<file path="config.mk">
export PLATFORM = sky130hd
export DESIGN_NAME = directional_rect_neighbour_search_unit
export DESIGN_NICKNAME = d
export VERILOG_FILES = /design/src/hw/rtl/drns_pkg.sv /design/src/hw/rtl/directional_rect_neighbour_search_unit.sv
export SDC_FILE = /design/constraint.sdc
export NUM_CORES = 2
export LEC_CHECK = 0
export BUFFER_PORTS_ARGS = -buffer_cell sky130_fd_sc_hd__buf_2
export CAP_MARGIN = 20
export CORE_UTILIZATION = 50
export CTS_BUF_LIST = sky130_fd_sc_hd__clkbuf_8
export DETAILED_ROUTE_END_ITERATION = 10
export HOLD_SLACK_MARGIN = 0.12
export PLACE_DENSITY = 0.78
export SLEW_MARGIN = 20
export SYNTH_ARGS = -nofsm -noshare
export SYNTH_HDL_FRONTEND = slang
export SYNTH_SLANG_ARGS = --single-unit
</file>
<file path="constraint.sdc">
create_clock -name clk_i -period 11.6 [get_ports clk_i]
set_input_delay 0.58 -clock clk_i [delete_from_list [all_inputs] [get_ports clk_i]]
set_output_delay 0.58 -clock clk_i [all_outputs]
set_load 0.01 [all_outputs]
</file>
<file path="src/hw/rtl/drns_pkg.sv">
// ----------------------------------------------------------------------------
// Directional rectangle neighbor search package
// Shared constants, request and response types for the search unit.
// ----------------------------------------------------------------------------
package drns_pkg;

  // Table geometry.
  localparam int unsigned MAX_WINDOWS = 32;
  localparam int unsigned IDX_W       = $clog2(MAX_WINDOWS);
  localparam int unsigned CNT_W       = $clog2(MAX_WINDOWS + 1);
  localparam int unsigned CRD_W       = 16;

  // Request operations. The fourth code has no meaning and is dropped.
  typedef enum logic [1:0] {
    OP_WRITE     = 2'd0,
    OP_NEIGHBOUR = 2'd1,
    OP_POINT     = 2'd2
  } opcode_e;

  // Search directions.
  typedef enum logic [1:0] {
    DIR_LEFT  = 2'd0,
    DIR_RIGHT = 2'd1,
    DIR_UP    = 2'd2,
    DIR_DOWN  = 2'd3
  } direction_e;

  // One stored rectangle.
  typedef struct packed {
    logic signed [CRD_W-1:0] x;
    logic signed [CRD_W-1:0] y;
    logic        [CRD_W-1:0] w;
    logic        [CRD_W-1:0] h;
  } rect_t;

  // Input request.
  typedef struct packed {
    logic        [1:0]       opcode;
    logic        [4:0]       slot;
    logic signed [CRD_W-1:0] rect_x;
    logic signed [CRD_W-1:0] rect_y;
    logic        [CRD_W-1:0] rect_width;
    logic        [CRD_W-1:0] rect_height;
    logic        [1:0]       direction;
    logic        [5:0]       window_count;
    logic signed [CRD_W-1:0] point_x;
    logic signed [CRD_W-1:0] point_y;
  } in_req_t;

  // Output response.
  typedef struct packed {
    logic       found;
    logic [4:0] window_index;
  } out_rsp_t;

endpackage

</file>
<file path="src/hw/rtl/directional_rect_neighbour_search_unit.sv">
// ----------------------------------------------------------------------------
// Directional rectangle neighbor search unit
// Rectangle table with a sequenced scan for directional neighbor and point
// hit queries.
// ----------------------------------------------------------------------------
// A write request stores one rectangle and returns nothing. The
// table has a single read port, so a query reads one entry per cycle and
// feeds it through a three-stage compare unit shared by both query kinds. A
// neighbor query first reads its source entry, then scans the live entries;
// a source at or beyond the count answers without a scan. A point query
// scans the live entries. A response still held by the output stall delays
// the next one.
// The input is stalled while a query runs. Entries must be written before a
// query reads them.
module directional_rect_neighbour_search_unit (
  input  logic               clk_i,
  input  logic               rst_ni,
  input  logic               in_valid_i,
  output logic               in_stall_o,
  input  drns_pkg::in_req_t  in_req_i,
  output logic               out_valid_o,
  input  logic               out_stall_i,
  output drns_pkg::out_rsp_t out_rsp_o
);

  typedef enum logic [3:0] {
    ST_IDLE   = 4'b0001,
    ST_SRC    = 4'b0010,
    ST_SCAN   = 4'b0100,
    ST_FINISH = 4'b1000
  } state_e;

  localparam int unsigned IW = drns_pkg::IDX_W;
  localparam int unsigned CW = drns_pkg::CNT_W;

  state_e state_q, state_d;

  // Query context.
  logic [1:0]           op_q;
  logic [1:0]           dir_q;
  logic [IW-1:0]        src_q;
  logic [CW-1:0]        n_q;
  logic signed [15:0]   px_q, py_q;
  logic                 axis_x_q;

  // Scan and pipeline control.
  logic [CW-1:0]        iss_q;
  logic                 vr_q, vs1_q, vs2_q;
  logic [IW-1:0]        ir_q, i1_q, i2_q;

  // Table and its read data.
  drns_pkg::rect_t      rect_mem_q [drns_pkg::MAX_WINDOWS];
  drns_pkg::rect_t      rd_data_q;
  logic [IW-1:0]        rd_addr;

  // Stage 1 edges of the candidate, and the same for the source.
  logic signed [17:0]   b_alo, b_aend, b_plo, b_phi;
  logic signed [18:0]   b_cen;
  logic signed [17:0]   b_alo_q, b_aend_q, b_plo_q, b_phi_q;
  logic signed [18:0]   b_cen_q;
  logic signed [17:0]   a_alo_q, a_aend_q, a_plo_q, a_phi_q;
  logic signed [18:0]   a_cen_q;

  // Stage 2 metrics.
  logic signed [17:0]   gap, lo, hi, span;
  logic signed [18:0]   cdiff;
  logic signed [17:0]   px_ext, py_ext;
  logic                 keep;
  logic [15:0]          ov;
  logic [17:0]          coff;
  logic                 keep2_q;
  logic [15:0]          d2_q, ov2_q;
  logic [17:0]          c2_q;

  // Best candidate so far.
  logic                 best_valid_q;
  logic [IW-1:0]        best_idx_q;
  logic [15:0]          bd_q, bo_q;
  logic [17:0]          bc_q;
  logic                 better;

  logic                 out_valid_q;
  drns_pkg::out_rsp_t   out_rsp_q;

  logic                 in_acc, mem_we, is_nbr, issue, rd_keep, scan_done, out_free;
  logic [CW-1:0]        n_sat;
  logic                 axis_x_in;

  assign in_stall_o = (state_q != ST_IDLE);
  assign in_acc     = in_valid_i && !in_stall_o;
  assign mem_we     = in_acc && (in_req_i.opcode == drns_pkg::OP_WRITE);
  assign n_sat      = (in_req_i.window_count > CW'(drns_pkg::MAX_WINDOWS)) ?
                      CW'(drns_pkg::MAX_WINDOWS) : in_req_i.window_count;
  assign axis_x_in  = (in_req_i.opcode == drns_pkg::OP_POINT) ||
                      (in_req_i.direction == drns_pkg::DIR_LEFT) ||
                      (in_req_i.direction == drns_pkg::DIR_RIGHT);
  assign is_nbr     = (op_q == drns_pkg::OP_NEIGHBOUR);
  assign issue      = (state_q == ST_SCAN) && (iss_q < n_q);
  assign rd_keep    = issue && !(is_nbr && (iss_q == {1'b0, src_q}));
  assign scan_done  = (state_q == ST_SCAN) && !issue && !vr_q && !vs1_q && !vs2_q;
  assign out_free   = !out_valid_q || !out_stall_i;
  assign rd_addr    = (state_q == ST_IDLE) ? in_req_i.slot : iss_q[IW-1:0];

  // Table: one write port, one registered read port.
  always_ff @(posedge clk_i) begin
    if (mem_we) begin
      rect_mem_q[in_req_i.slot] <= '{x: in_req_i.rect_x, y: in_req_i.rect_y,
                                     w: in_req_i.rect_width, h: in_req_i.rect_height};
    end
    rd_data_q <= rect_mem_q[rd_addr];
  end

  // Sequencer.
  always_comb begin
    state_d = state_q;
    unique case (state_q)
      ST_IDLE: begin
        if (in_acc) begin
          priority if (in_req_i.opcode == drns_pkg::OP_NEIGHBOUR) begin
            state_d = ({1'b0, in_req_i.slot} >= n_sat) ? ST_FINISH : ST_SRC;
          end else if (in_req_i.opcode == drns_pkg::OP_POINT) begin
            state_d = ST_SCAN;
          end else begin
            state_d = ST_IDLE;
          end
        end
      end
      ST_SRC:    state_d = ST_SCAN;
      ST_SCAN:   if (scan_done) state_d = ST_FINISH;
      ST_FINISH: if (out_free) state_d = ST_IDLE;
      default:   state_d = ST_IDLE;
    endcase
  end

  // Stage 1: edges along the search axis and across it, plus doubled center.
  always_comb begin
    logic [15:0] alen, plen;
    alen  = axis_x_q ? rd_data_q.w : rd_data_q.h;
    plen  = axis_x_q ? rd_data_q.h : rd_data_q.w;
    b_alo = axis_x_q ? 18'(rd_data_q.x) : 18'(rd_data_q.y);
    b_plo = axis_x_q ? 18'(rd_data_q.y) : 18'(rd_data_q.x);
    b_aend = b_alo + $signed({2'b00, alen});
    b_phi  = b_plo + $signed({2'b00, plen});
    b_cen  = $signed({b_plo, 1'b0}) + $signed({3'b000, plen});
  end

  // Stage 2: gap, shared span, center offset and point containment.
  always_comb begin
    if ((dir_q == drns_pkg::DIR_LEFT) || (dir_q == drns_pkg::DIR_UP)) begin
      gap = a_alo_q - b_aend_q;
    end else begin
      gap = b_alo_q - a_aend_q;
    end
    lo    = (a_plo_q > b_plo_q) ? a_plo_q : b_plo_q;
    hi    = (a_phi_q < b_phi_q) ? a_phi_q : b_phi_q;
    span  = hi - lo;
    ov    = (hi > lo) ? span[15:0] : 16'd0;
    cdiff = a_cen_q - b_cen_q;
    coff  = cdiff[18] ? 18'(-cdiff) : cdiff[17:0];
    px_ext = 18'(px_q);
    py_ext = 18'(py_q);
    if (is_nbr) begin
      keep = !gap[17];
    end else begin
      keep = (px_ext >= b_alo_q) && (px_ext < b_aend_q) &&
             (py_ext >= b_plo_q) && (py_ext < b_phi_q);
    end
  end

  // Stage 3: rank the candidate against the best so far.
  always_comb begin
    priority if (!best_valid_q) begin
      better = 1'b1;
    end else if (!is_nbr) begin
      better = 1'b0;
    end else if ((ov2_q != 16'd0) != (bo_q != 16'd0)) begin
      better = (ov2_q != 16'd0);
    end else if (d2_q != bd_q) begin
      better = (d2_q < bd_q);
    end else if (ov2_q != bo_q) begin
      better = (ov2_q > bo_q);
    end else begin
      better = (c2_q < bc_q);
    end
  end

  // Control registers.
  always_ff @(posedge clk_i or negedge rst_ni) begin
    if (!rst_ni) begin
      state_q      <= ST_IDLE;
      iss_q        <= '0;
      vr_q         <= 1'b0;
      vs1_q        <= 1'b0;
      vs2_q        <= 1'b0;
      best_valid_q <= 1'b0;
      out_valid_q  <= 1'b0;
    end else begin
      state_q <= state_d;
      vr_q    <= rd_keep;
      vs1_q   <= vr_q;
      vs2_q   <= vs1_q;
      if (in_acc) begin
        iss_q <= '0;
      end else if (issue) begin
        iss_q <= iss_q + CW'(1);
      end
      if (in_acc) begin
        best_valid_q <= 1'b0;
      end else if (vs2_q && keep2_q && better) begin
        best_valid_q <= 1'b1;
      end
      if ((state_q == ST_FINISH) && out_free) begin
        out_valid_q <= 1'b1;
      end else if (!out_stall_i) begin
        out_valid_q <= 1'b0;
      end
    end
  end

  // Payload registers.
  always_ff @(posedge clk_i) begin
    if (in_acc) begin
      op_q     <= in_req_i.opcode;
      dir_q    <= in_req_i.direction;
      src_q    <= in_req_i.slot;
      n_q      <= n_sat;
      px_q     <= in_req_i.point_x;
      py_q     <= in_req_i.point_y;
      axis_x_q <= axis_x_in;
    end
    if (state_q == ST_SRC) begin
      a_alo_q  <= b_alo;
      a_aend_q <= b_aend;
      a_plo_q  <= b_plo;
      a_phi_q  <= b_phi;
      a_cen_q  <= b_cen;
    end
    ir_q     <= iss_q[IW-1:0];
    i1_q     <= ir_q;
    b_alo_q  <= b_alo;
    b_aend_q <= b_aend;
    b_plo_q  <= b_plo;
    b_phi_q  <= b_phi;
    b_cen_q  <= b_cen;
    i2_q     <= i1_q;
    keep2_q  <= keep;
    d2_q     <= gap[15:0];
    ov2_q    <= ov;
    c2_q     <= coff;
    if (vs2_q && keep2_q && better) begin
      best_idx_q <= i2_q;
      bd_q       <= d2_q;
      bo_q       <= ov2_q;
      bc_q       <= c2_q;
    end
    if ((state_q == ST_FINISH) && out_free) begin
      out_rsp_q.found        <= best_valid_q;
      out_rsp_q.window_index <= best_valid_q ? best_idx_q : '0;
    end
  end

  assign out_valid_o = out_valid_q;
  assign out_rsp_o   = out_rsp_q;

  // A response only appears after a query has reached its finish state.
  a_rsp_after_finish: assert property (@(posedge clk_i) disable iff (!rst_ni)
    $rose(out_valid_o) |-> $past(state_q == ST_FINISH))
    else $error("response raised without a finished query");

  // A miss always reports index zero.
  a_miss_index_zero: assert property (@(posedge clk_i) disable iff (!rst_ni)
    (out_valid_o && !out_rsp_o.found) |-> (out_rsp_o.window_index == '0))
    else $error("miss response with nonzero index");

  // The scan never runs past the live entry count.
  a_scan_in_range: assert property (@(posedge clk_i) disable iff (!rst_ni)
    (state_q == ST_SCAN) |-> (iss_q <= n_q))
    else $error("scan index beyond live count");

  // The chosen entry is always a live one.
  a_best_live: assert property (@(posedge clk_i) disable iff (!rst_ni)
    best_valid_q |-> ({1'b0, best_idx_q} < n_q))
    else $error("best entry outside live range");

endmodule
</file>
# --- Yosys cells after proc, flatten, opt, wreduce, memory -nomap -nowiden ---
# Memory sizes are Yosys's and may differ from the RTL's. A register that Yosys moved wholly into a read port is not among the register bits.
# Cells that the tools add are included.
op_classes:
  add_sub_neg: 9
  order_cmp: 13
  n_eq_ne: 18
  muxes: 31
  n_reduce_logical: 36
ops:
  columns: ["operator", "n"]
  rows:
  - ["$mux W18", 6]
  - ["$add A18 B17 Y18", 2]
  - ["$ge A16 B18 Y1", 2]
  - ["$gt A18 B18 Y1", 2]
  - ["$lt A16 B18 Y1", 2]
  - ["$lt A18 B18 Y1", 2]
  - ["$sub A18 B18 Y18", 2]
  - ["$mux W16", 2]
  - ["$ne A16 B16 Y1", 2]
  - ["$reduce_bool A16 Y1", 2]
  - ["$mux W4", 5]
  - ["$add A19 B17 Y19", 1]
  - ["$sub A19 B19 Y19", 1]
  - ["$mux W6", 3]
  - ["$neg A18 Y18", 1]
  - ["$gt A16 B16 Y1", 1]
  - ["$lt A16 B16 Y1", 1]
  - ["$pmux W4 S4", 1]
  - ["$sub A16 B16 Y16", 1]
  - ["$logic_and A1 B1 Y1", 15]
  - ["$mux W1", 12]
  - ["$logic_not A1 Y1", 9]
  - ["$add A6 B1 Y6 const B", 1]
  - ["$eq A2 B1 Y1 const B", 3]
  - ["other kinds (19)", 28]
totals:
  ff_bits: 372
  ram_bits: 2048
  inputBits: 115
  wordCells: 145
  memories: 1
mem_list:
  columns: ["name", "depth", "width", "read_ports", "rd_clocked_by_memory_dff", "write_ports", "line_no", "rtl"]
  rows:
  - ["rect_mem_q", 32, 64, 1, 1, 1, "directional_rect_neighbour_search_unit.sv:52", "drns_pkg::rect_t rect_mem_q [drns_pkg::MAX_WINDOWS];"]

# --- Depth between registers and ports, before layout ---
depth:
  ltp_word: 9
  mapped_depth: 23
  ltp_nobuf: 22

# --- Least setup slack after synthesis ---
# No wires, ideal clock.
synth_timing:
  kind: "register to register"
  from: "register state_q[1]"
  to: "register a_aend_q[0] (enable)"
  arrival_time_ps: 9493
  t_required_ps: 10819
  path_slack_ps: 1326
  path_stages_with_launch: 2
  synth_period_minus_slack_ps: 10274
  path_cell_list: "dfrtp_1 -> nor4b_1"
synth_via:
  elab_chain_cells: 1
synth_lines:
  columns: ["item", "line_no", "rtl"]
  rows:
  - ["start: declaration", "directional_rect_neighbour_search_unit.sv:36", "state_e state_q, state_d;"]
  - ["start signal: assignment", "directional_rect_neighbour_search_unit.sv:198", "state_q <= state_d;"]
  - ["$eq A4 B2 Y1", "directional_rect_neighbour_search_unit.sv:231", "if (state_q == ST_SRC) begin"]
  - ["end signal: assignment", "directional_rect_neighbour_search_unit.sv:233", "a_aend_q <= b_aend;"]
  - ["end: declaration", "directional_rect_neighbour_search_unit.sv:61", "logic signed [17:0] a_alo_q, a_aend_q, a_plo_q, a_phi_q;"]
# Every way passes these cells.
# A chain may end at the register's enable or synchronous reset.

# --- Final worst setup path ---
layout_timing:
  from: "register b_phi_q[1]"
  to: "register ov2_q[13]"
layout_via:
  elab_chain_cells: 3
  word_cells_on_any_way: 4
  classes_between: "add/sub (1); order compare (2); mux (1)"
layout_lines:
  columns: ["item", "line_no", "rtl"]
  rows:
  - ["start: declaration", "directional_rect_neighbour_search_unit.sv:59", "logic signed [17:0] b_alo_q, b_aend_q, b_plo_q, b_phi_q;"]
  - ["start signal: assignment", "directional_rect_neighbour_search_unit.sv:243", "b_phi_q <= b_phi;"]
  - ["$lt A18 B18 Y1", "directional_rect_neighbour_search_unit.sv:155", "hi = (a_phi_q < b_phi_q) ? a_phi_q : b_phi_q;"]
  - ["$mux W18 *", "directional_rect_neighbour_search_unit.sv:155", null]
  - ["$sub A16 B16 Y16 / $gt A18 B18 Y1 (equally long branches)", "directional_rect_neighbour_search_unit.sv:156, directional_rect_neighbour_search_unit.sv:157", null]
  - ["end signal: assignment", "directional_rect_neighbour_search_unit.sv:248", "ov2_q <= ov;"]
  - ["end: declaration", "directional_rect_neighbour_search_unit.sv:72", "logic [15:0] d2_q, ov2_q;"]
# Every way passes the cells marked *; elsewhere a longest branch is shown, timed or not.

==> metrics.yaml <==
cp_num_cells: 20
synthTopCellsByArea: "edfxtp_1 (65%), nand2_1 (7.7%), dfxtp_1 (4.2%), ha_1 (3.4%), a311oi_1 (3.3%)"
hold_viol: 0
ant_nets: 0
die_h_um: 457
grt_util_met1_pct: 32.7
drc: 0
hp-start: "in_valid_i"
cp-end-kind: "register"
post-cts-setup-buffer-count: 0
cts_tree: "built"
p_leak_nw: 42.1
ys_ff_latch: 2475
cpMaxStageDelayCell: "mux2i_4"
grt_max_degree: 200
layout_commonest_cell: "edfxtp_1"
area_growth_syn_to_layout_pct: 11.3
wl_per_cell_um: 23.9
cpPeakStageDelay_ns: 0.77
first_global_vias: 65800
vias: 68500
fin_crit_ns: 5.78
num-nets-final: 8748
placed_area_sq_um: 106000
die_w_um: 457
place_worst_setup_slack_ns: 5.95
slew_headroom_pct: 21.2
grt-ovfl-total: 0
cts_max_path_buffers: 4
firstDrtPassIters: 9
r2r_end: "ov2_q[13]$_SDFF_PP0_"
clock_latency_ns: 1.14
rows: 166
status: "completed"
avgSynthCellArea_sq_um: 12.8
powerDensity_nw_per_um2: 259
die_area_sq_um: 208000
reg2regPathDepth: 20
yosys.area.top_type: "edfxtp_1"
dp_hpwl_um: 147000
fillerInstances: 15600
htree_num_levels: 5
async_flop_share_pct: 0.606
cts_buffers: 395
irDropWorstVdd_v: 0.000224
finalCritPeriodShare_pct: 49.9
cp_num_buf_inv: 1
yosysSeqAreaShare_pct: 69.7
synth_top_area_share_pct: 65.2
synth-edff-count: 2243
worstMarginPinSlew_ns: 1.18
grt.total_usage_pct: 25.2
setup_viol: 0
stdcell_area_sq_um: 115000
synthAdderAreaFrac_pct: 3.55
hp-class: "input port to register"
path_cells: "inv_1 > ha_1 > a21o_1 > a21oi_1 > o21ai_1 > a21o_1 > a2111oi_2 > nor3_1 > mux2i_4 > mux2_2 > ha_1 > nor2b_1 > o21ai_0 > nand2b_1 > a2111oi_2 > o21ai_1 > nor2b_1 > a41o_1 > o21ai_2 > nor2_1"
synth_area_sq_um: 103000
crit_fanout: 19
synth_top_family_by_area: "simple AND/OR/NAND/NOR gates"
port_buffers: 122
holdBufCountCts: 115
viasPerCell: 6.03
synthFlopType: "edfxtp_1"
grt_pass1_wl_um: 399000
clkSlewWorstSetupHoldPaths_ns: 0.06
ys_warn_count: 0
r2r_slack_ns: 5.82
layout-drive-gt1-share_pct: 10.2
startpoint: "b_phi_q[1]$_DFF_P_"
synthSimpleGateAreaFrac_pct: 13.7
timing.hold.ws_ns: 0.172
layout_setup_ws_ns: 5.82
cts-root-buf: "clkbuf_8"
clock_sinks: 2475
cp_data_arrival_time_ns: 6.66
whs_endpoint: "state_q[0]$_DFFE_PN1P_"
ios: 123
synth_compound_area_share_pct: 7.79
min_path_cells: 5
drv_cap: 0
grtUsageMet2_pct: 40.1
coreArea_sq_um: 205000
synthCells: 8062
r2r_start: "b_phi_q[1]$_DFF_P_"
routed_wl_um: 271000
muxShareOfSynthArea_pct: 1.26
tns_ns: 0
synthXorXnorAreaFrac_pct: 0.990
yosysUniqueCellTypes: 90
cts_resized: 0
antenna_found_initial: 27
globalplace.congestion: 0.869
final_cell_mix: "edfxtp_1 (2243), nand2_1 (2128), nand3_1 (536)"
slew_violations: 0
worstSetupPathType: "register to register"
use_met3_pct: 5.59
drt-initial-drc-count: 8859
path_delay_family: "compound AO/OA/AOI/OAI gates"
rsz0062_at_grt: "false"
synth_nets: 8466
crit_required_ns: 12.47
cp-start-kind: "register"
finClkSkew_ns: 0.134
fmax_mhz: 173
top_usage_layer: "met2"
start_util_pct: 50.4
final cells by class:
type	count	area, sq um	share of cell area (%)
Sequential cell	2475	72100	62.7
Multi-Input combinational cell	4909	28500	24.8
Clock buffer	434	5970	5.20
Tap cell	2688	3360	2.93
Timing Repair Buffer	345	2700	2.35
Clock inverter	274	1460	1.27
Inverter	218	818	0.712
Antenna cell	13	32.5	0.0283
synthesized netlist by cell type, types with 7 or more instances:
| cell type | n |
|---|---|
| nor3_1 | 39 |
| ha_1 | 282 |
| nor4_1 | 14 |
| nor2b_1 | 28 |
| a21o_1 | 115 |
| o21a_1 | 20 |
| a211o_1 | 9 |
| nand4_1 | 29 |
| nand2b_1 | 29 |
| xor2_1 | 44 |
| a311oi_1 | 385 |
| mux2i_1 | 32 |
| and3_1 | 266 |
| buf_1 | 12 |
| o31ai_1 | 8 |
| a21oi_1 | 180 |
| mux2_2 | 69 |
| buf_4 | 15 |
| nor2_1 | 170 |
| dfrtp_1 | 14 |
| nand3_1 | 536 |
| inv_1 | 218 |
| xnor2_1 | 71 |
| dfxtp_1 | 217 |
| mux2_4 | 9 |
| a31oi_1 | 141 |
| a211oi_1 | 81 |
| buf_2 | 183 |
| a2111oi_0 | 7 |
| fa_1 | 7 |
| o21ai_0 | 86 |
| o211ai_1 | 11 |
| buf_6 | 29 |
| clkbuf_1 | 219 |
| edfxtp_1 | 2243 |
| and2_1 | 11 |
| or3_1 | 9 |
| nand2_1 | 2128 |
power breakdown:
part | switching (mW) | internal, mW
registers | 0.466 | 10.5
logic | 7.67 | 4.15
clock network | 3.34 | 3.69
tightest hold or removal path, cell delays in order:
cell	delay, ns
buf_2	0.10
inv_1	0.19
a2111oi_2	0.15
nand4b_1	0.10
a21oi_1	0.07
metrics by stage:
stage | total power [mW] | utilization [%] | std cells
2_1_floorplan | 19.5 | - | 8062
3_3_place_gp | 22.3 | 51.9 | 10500
3_5_place_dp | 22.6 | 51.9 | 10500
4_1_cts | 29.7 | 56.1 | 11300
5_1_grt | 31.3 | 56.1 | 11400
6_report | 29.8 | 56.1 | 11400
worst max-delay path by stage:
| stage | to | slack, ns |
|---|---|---|
| 2_1_floorplan | a_aend_q[0]$_DFFE_PP_ | 1.33 |
| 3_3_place_gp | ov2_q[13]$_SDFF_PP0_ | 5.94 |
| 3_5_place_dp | ov2_q[13]$_SDFF_PP0_ | 5.95 |
| 4_1_cts | ov2_q[13]$_SDFF_PP0_ | 5.85 |
| 5_1_grt | ov2_q[13]$_SDFF_PP0_ | 5.54 |
| 6_report | ov2_q[13]$_SDFF_PP0_ | 5.82 |
cell families (layout without fill, tap and decap cells):
| logic type | after synthesis | after routing |
|---|---|---|
| adders and majority gates | 289 | 289 |
| and+or+nand+nor | 3286 | 3286 |
| DFF | 2475 | 2475 |
| xor gates and xnor gates | 116 | 116 |
| other | 0 | 13 |
| AOI/OAI and AO/OA | 1104 | 1104 |
| muxes | 114 | 114 |
| buffers and inverters | 678 | 1271 |
per-layer routing:
layer  wire length, um  part of all wire, %
met5                86                0.032
met4             12300                  4.5
met3             30100                   11
met2            127000                   47
met1            101000                   37
sequential cells by signal, indices dropped and copies added, names as in the netlist, 18 cells and up:
signal,flops
a_phi_q,18
bc_q,18
b_aend_q,18
a_cen_q,19
rect_mem_q,2048
b_cen_q,19
c2_q,18
a_aend_q,18
rd_data_q,64
b_phi_q,18
No activity file was read; power rests on OpenSTA's default activity.
